<file path="config.mk">
export PLATFORM = sky130hd
export DESIGN_NAME = oq_cell
export DESIGN_NICKNAME = d
export VERILOG_FILES = /design/src/rtl/ordered_queue_remove_by_key_macros.svh /design/src/rtl/oq_pkg.sv /design/src/rtl/oq_cell.sv
export SDC_FILE = /design/constraint.sdc
export NUM_CORES = 1
export LEC_CHECK = 0
export BUFFER_PORTS_ARGS = -buffer_cell sky130_fd_sc_hd__buf_4
export CORE_AREA = 2 2 192 194
export CTS_BUF_LIST = sky130_fd_sc_hd__clkbuf_2
export CTS_CLUSTER_DIAMETER = 60
export DETAILED_ROUTE_END_ITERATION = 8
export DIE_AREA = 0 0 194 196
export MAX_ROUTING_LAYER = met4
export PLACE_DENSITY = 0.41
export REMOVE_ABC_BUFFERS = 1
export SLEW_MARGIN = 40
export SYNTH_ARGS = -nofsm -noshare
export SYNTH_HDL_FRONTEND = slang
export SYNTH_SLANG_ARGS = --single-unit
</file>
<file path="constraint.sdc">
create_clock -name clk_i -period 1.41 [get_ports clk_i]
set_input_delay 0.2115 -clock clk_i [delete_from_list [all_inputs] [get_ports clk_i]]
set_output_delay 0.2115 -clock clk_i [all_outputs]
set_load 0.03 [all_outputs]
</file>
<file path="src/rtl/ordered_queue_remove_by_key_macros.svh">
// Assertion macros for the ordered queue with remove by key.
// Used by the top-level RTL file, which carries the concurrent checks; no other dependencies.
`ifndef ORDERED_QUEUE_REMOVE_BY_KEY_MACROS_SVH
`define ORDERED_QUEUE_REMOVE_BY_KEY_MACROS_SVH

`ifndef SYNTHESIS

// Same-cycle implication, reset aware.
`define OQ_ASSERT_IMPL(lbl, clk, rst_n, ante, cons, msg) \
  lbl: assert property (@(posedge clk) disable iff (!rst_n) (ante) |-> (cons)) \
    else $error(msg);

// Next-cycle implication, reset aware.
`define OQ_ASSERT_NEXT(lbl, clk, rst_n, ante, cons, msg) \
  lbl: assert property (@(posedge clk) disable iff (!rst_n) (ante) |=> (cons)) \
    else $error(msg);

`else

`define OQ_ASSERT_IMPL(lbl, clk, rst_n, ante, cons, msg)
`define OQ_ASSERT_NEXT(lbl, clk, rst_n, ante, cons, msg)

`endif

`endif

</file>
<file path="src/rtl/oq_pkg.sv">
// Shared types and constants for the ordered queue with remove by key.
// No dependencies; imported by the interfaces, the cell and the top level.
`default_nettype none

package oq_pkg;

  localparam int unsigned CapacityDef = 64;

  localparam int unsigned IdW    = 31;
  localparam int unsigned PriceW = 32;
  localparam int unsigned TimeW  = 48;
  localparam int unsigned CountW = 7;

  typedef enum logic {
    OP_APPEND = 1'b0,
    OP_REMOVE = 1'b1
  } op_e;

  typedef enum logic {
    ST_IDLE = 1'b0,
    ST_EXEC = 1'b1
  } state_e;

  typedef struct packed {
    logic [IdW-1:0]    id;
    logic              side;
    logic [PriceW-1:0] price;
    logic [TimeW-1:0]  stamp;
  } entry_t;

  // Broadcast from the controller to every cell.
  typedef struct packed {
    logic capture;   // word accepted: latch key compare
    logic remove;    // execute cycle of a remove
    logic append;    // execute cycle of an append
  } cell_ctl_t;

endpackage

`default_nettype wire

</file>
<file path="src/rtl/oq_cell.sv">
// One queue slot: holds an entry, compares its id, shifts from its right neighbor or loads an append.
// Depends on oq_pkg.
`default_nettype none

module oq_cell #(
  parameter int unsigned CAPACITY = oq_pkg::CapacityDef,
  parameter int unsigned INDEX    = 0
) (
  input  wire logic                                clk_i,
  input  wire logic                                rst_ni,
  input  wire oq_pkg::cell_ctl_t                   ctl_i,
  input  wire logic [oq_pkg::IdW-1:0]              key_i,
  input  wire logic [$clog2(CAPACITY+1)-1:0]       fill_i,
  input  wire oq_pkg::entry_t                      new_entry_i,
  input  wire oq_pkg::entry_t                      next_entry_i,
  input  wire logic                                hit_i,
  output logic                                     hit_o,
  output oq_pkg::entry_t                           entry_o,
  output oq_pkg::entry_t                           entry_d_o
);
  import oq_pkg::*;

  localparam int unsigned CW = $clog2(CAPACITY + 1);
  localparam logic [CW-1:0] IdxC = CW'(INDEX);

  entry_t entry_q, entry_d;
  logic   match_q, match_d;

  // Compare at accept time; only occupied slots may match.
  assign match_d = (IdxC < fill_i) && (entry_q.id == key_i);

  // Prefix OR along the chain: this slot or an older one holds the key.
  assign hit_o = hit_i | match_q;

  always_comb begin
    entry_d = entry_q;
    if (ctl_i.remove && hit_o) begin
      entry_d = next_entry_i;
    end else if (ctl_i.append && (fill_i == IdxC)) begin
      entry_d = new_entry_i;
    end
  end

  always_ff @(posedge clk_i or negedge rst_ni) begin
    if (!rst_ni) begin
      match_q <= 1'b0;
    end else if (ctl_i.capture) begin
      match_q <= match_d;
    end
  end

  always_ff @(posedge clk_i) begin
    entry_q <= entry_d;
  end

  assign entry_o   = entry_q;
  assign entry_d_o = entry_d;

endmodule

`default_nettype wire

</file>
# == After elaboration in Yosys (flattened, before gate mapping) ==
# Cells that the tools add are included.
# op_classes
n_addsub,0
n_mul,0
div_mod_pow,0
order_cmp,1
eq_ne,1
shifts,0
n_mux,2
bitwise,1
reduce_logical,4
# ops
op,count
$mux 112,2
$eq 31x31->1,1
$logic_not 7->1,1
$lt 1x7->1 const A,1
$logic_and 1x1->1,3
$or 1x1->1,1
# totals
ff_bits,113
latchBits,0
ram_bits,0
mem_bits_ro,0
mem_count,0

# == Logic depth before layout (Yosys ltp) ==
# depth
depth_word,4
mapped_depth,6
ltp_nobuf,4

# == Worst setup path before layout ==
# No wires, ideal clock.
# synth_timing
path_type,register to output
startpoint,register match_q
endpoint,output entry_d_o[100] (netlist bit)
arrival_ns,1.846
required_ns,1.199
setup_slack_ns,-0.648
path_stages_with_launch,7
path_buffers,2
path_cell_list,dfrtp_1 or2_1 nand2_1 buf_2 buf_2 nor2_1 a21oi_1
# synth_lines
item,line,rtl
"start, declared",oq_cell.sv:27,"logic match_q, match_d;"
"start signal, assigned",oq_cell.sv:48,match_q <= match_d;
"end, declared",oq_cell.sv:19,output oq_pkg::entry_t entry_d_o

# == Worst setup path in the final report ==
# layout_timing
startpoint,register match_q
endpoint,register entry_q (netlist bit entry_o[40])
# layout_between
elab_chain_len,3
# layout_lines
item,line,rtl
$or 1x1->1,oq_cell.sv:33,assign hit_o = hit_i | match_q;
$logic_and 1x1->1,oq_cell.sv:37,if (ctl_i.remove && hit_o) begin
$mux 112,oq_cell.sv:37,
"end signal, assigned",oq_cell.sv:53,entry_q <= entry_d;
"end, declared",oq_cell.sv:26,"entry_t entry_q, entry_d;"
# No other way between the ends.
# A chain may end at the register's enable or synchronous reset.

==> impl_metrics.json <==
{
  "status": "finished, violations left",
  "failed_checks": "hold timing, setup timing",
  "syn_area_per_cell_um2": 9.30,
  "core-area_mm2": 0.0361,
  "worst_pin_slew_ps": 538,
  "critical_path.max_fanout": 7,
  "hp-class": "input port to flop",
  "grt_pass1_wl_um": 40600,
  "grt_pass1_vias": 6901,
  "yosysUniqueCellTypes": 19,
  "period_needed_ps": 2670,
  "wl_per_cell_um": 17.3,
  "cts_tree": "built",
  "p_per_area_mw_per_mm2": 957,
  "clockBufferDepth": 2,
  "dr.first_iter.drc_count": 137,
  "die-area_mm2": 0.0380,
  "io_pins": 493,
  "synth_area_mm2": 0.00497,
  "maxCapViolCount": 0,
  "hpwl_um": 20100,
  "cts_sinks": 113,
  "fin_skew_ps": 38.2,
  "overflow": 0,
  "h-tree-depth": 4,
  "antenna_found_initial": 1,
  "cp.required_ps": 2090,
  "via_count": 6790,
  "grt_start_max_net_pins": 60,
  "period_share_pct": 189,
  "grt_usage_pct": 14.6,
  "layout.nets": 1497,
  "critical_path_class": "flop to flop",
  "dr.pass1.iters": 4,
  "critPathLaunchType": "flop",
  "antenna_left": 0,
  "ys_seq_area_share_pct": 45.6,
  "postLayoutCoreUtil_pct": 37.7,
  "peakVddDrop_mv": 0.693,
  "leakage_nw": 6.74,
  "fp.dieW_um": 194,
  "cp-end-kind": "flop",
  "drv_slew": 0,
  "whs_ps": -300,
  "max_freq_mhz": 375,
  "num_rows": 70,
  "clockRootBuffer": "clkbuf_2",
  "final_cell_mix": "380 x buf_4, 241 x buf_6, 112 x mux2i_1",
  "drive_above_1_share_pct": 78.1,
  "numCtsBuffers": 17,
  "gp_congestion": 0.841,
  "clkTransAtPathRegs_ps": 200,
  "port_buffers": 492,
  "clk_latency_ps": 760,
  "initial_core_util_pct": 13.8,
  "yosysWarnings": 0,
  "synth_cells": 534,
  "final_common_cell": "buf_4",
  "cp.arrival_ps": 3350,
  "rsz0062_at_grt": "true",
  "postPlaceCellArea_mm2": 0.00971,
  "syn_to_final_growth_pct": 174,
  "totalWireLength_um": 29600,
  "setup_viol": 333,
  "fin_area_mm2": 0.0136,
  "slew_headroom_pct": 64.2,
  "die_h_um": 196,
  "vias_per_cell": 3.97,
  "yosys_register_bits": 113,
  "hold_violations": 105,
  "fin_ws_ps": -1260,
  "drc": 0
}
-- state kept, by name, indices dropped and copies added, names as in the netlist --
register / cells
match_q: 1
entry_o: 112
-- cell usage after synthesis --
cell      number  share of area (%)
nand4_1        8                1.0
buf_6          9                2.0
buf_2         10                1.0
nand2_1        1              0.075
nor3_1         2               0.20
mux2i_1      112                 23
nor2_1       112                8.5
a32o_1         1               0.20
xnor2_1       31                5.5
nand3_1        1               0.10
buf_1          3               0.23
clkbuf_1      14                1.1
dfxtp_1      112                 45
inv_1          1              0.075
nor4_1         1               0.13
dfrtp_1        1               0.50
nor4_2         1               0.25
or2_1          1               0.13
a21oi_1      113                 11
-- logic make-up (layout without fill, tap and decap cells) --
family	count (synthesis)	after routing	share of synthesized area, %
other	0	1	0
buffers and inverters	37	744	4.41
AND/OR/NAND/NOR	127	127	10.3
XOR/XNOR	31	31	5.46
multiplexers	112	112	22.6
flip-flops	113	113	45.6
AO/OA/AOI/OAI	114	114	11.6
-- path summary, 6_finish.rpt --
check | startpoint | end | slack, ps | depth (start not counted)
setup / recovery | match_q | entry_o[40] | -1260 | 17
hold / removal | next_entry_i[55] | entry_o[55] | -300 | 3
setup reg to reg | match_q | entry_o[40] | -1260 | 17
hold reg to reg | entry_o[7] | entry_o[7] | 580 | 2
max in group asynchronous | rst_ni | match_q | 990 | 3
min in group asynchronous | rst_ni | match_q | 320 | 3
-- report_power, final --
part	total (mW)	switching (mW)	internal, mW
clock network	2.05	1.42	0.633
registers	4.12	0.389	3.74
logic	6.86	3.47	3.39
-- repair_timing --
item	CTS	global route
endpoints found under the setup margin	332	336
buffers inserted	50	56
cloned	8	2
gates resized for setup	331	321
endpoints found under the hold margin	113	109
pin swaps	7	15
hold buffers	47	6
-- layout make-up --
cell class	count	area, um^2
fillers	3585	22500
clock buffers	22	110
well taps	468	586
repair buffers	712	6870
multi-input cells	384	3520
diodes	1	2.50
clock inverters	9	67.6
flip-flops and latches	113	2460
inverters	1	3.75
-- per-stage QoR --
stage                     TNS (ps)  cells  worst slack, ps  power, mW  hold slack [ps]
after global routing       -195840   1710            -1400       13.7             -437
after global placement      -85010   1526             -650       9.08            -13.1
after detailed placement    -82130   1526             -596       9.07            -10.4
final                      -145690   1710            -1260       13.0             -300
after floorplan           -1005460    498            -4610       6.57            -84.1
after CTS                  -179340   1658            -1330       12.3             -439
-- worst max-delay path: stages, from the launching register on --
cell and delay, ps:
dfrtp_1 420, or2_4 280, nand2_4 100, buf_12 120
buf_16 150, buf_12 140, a21oi_2 60, buf_4 130
buf_4 120, buf_4 120, buf_4 120, buf_4 120
buf_4 120, buf_4 120, buf_4 120, buf_4 120
buf_4 120, buf_4 110
-- layer usage --
| metal | wire length [um] | up-vias | global-route usage, % |
|---|---|---|---|
| met3 | 1950 | 24 | 4.16 |
| met2 | 15700 | 301 | 25.6 |
| met5 | 0 | - | - |
| met1 | 11600 | 3215 | 16.3 |
| li1 | - | 3250 | - |
| met4 | 399 | 0 | 3.76 |
No activity file was read; power rests on OpenSTA's default activity.
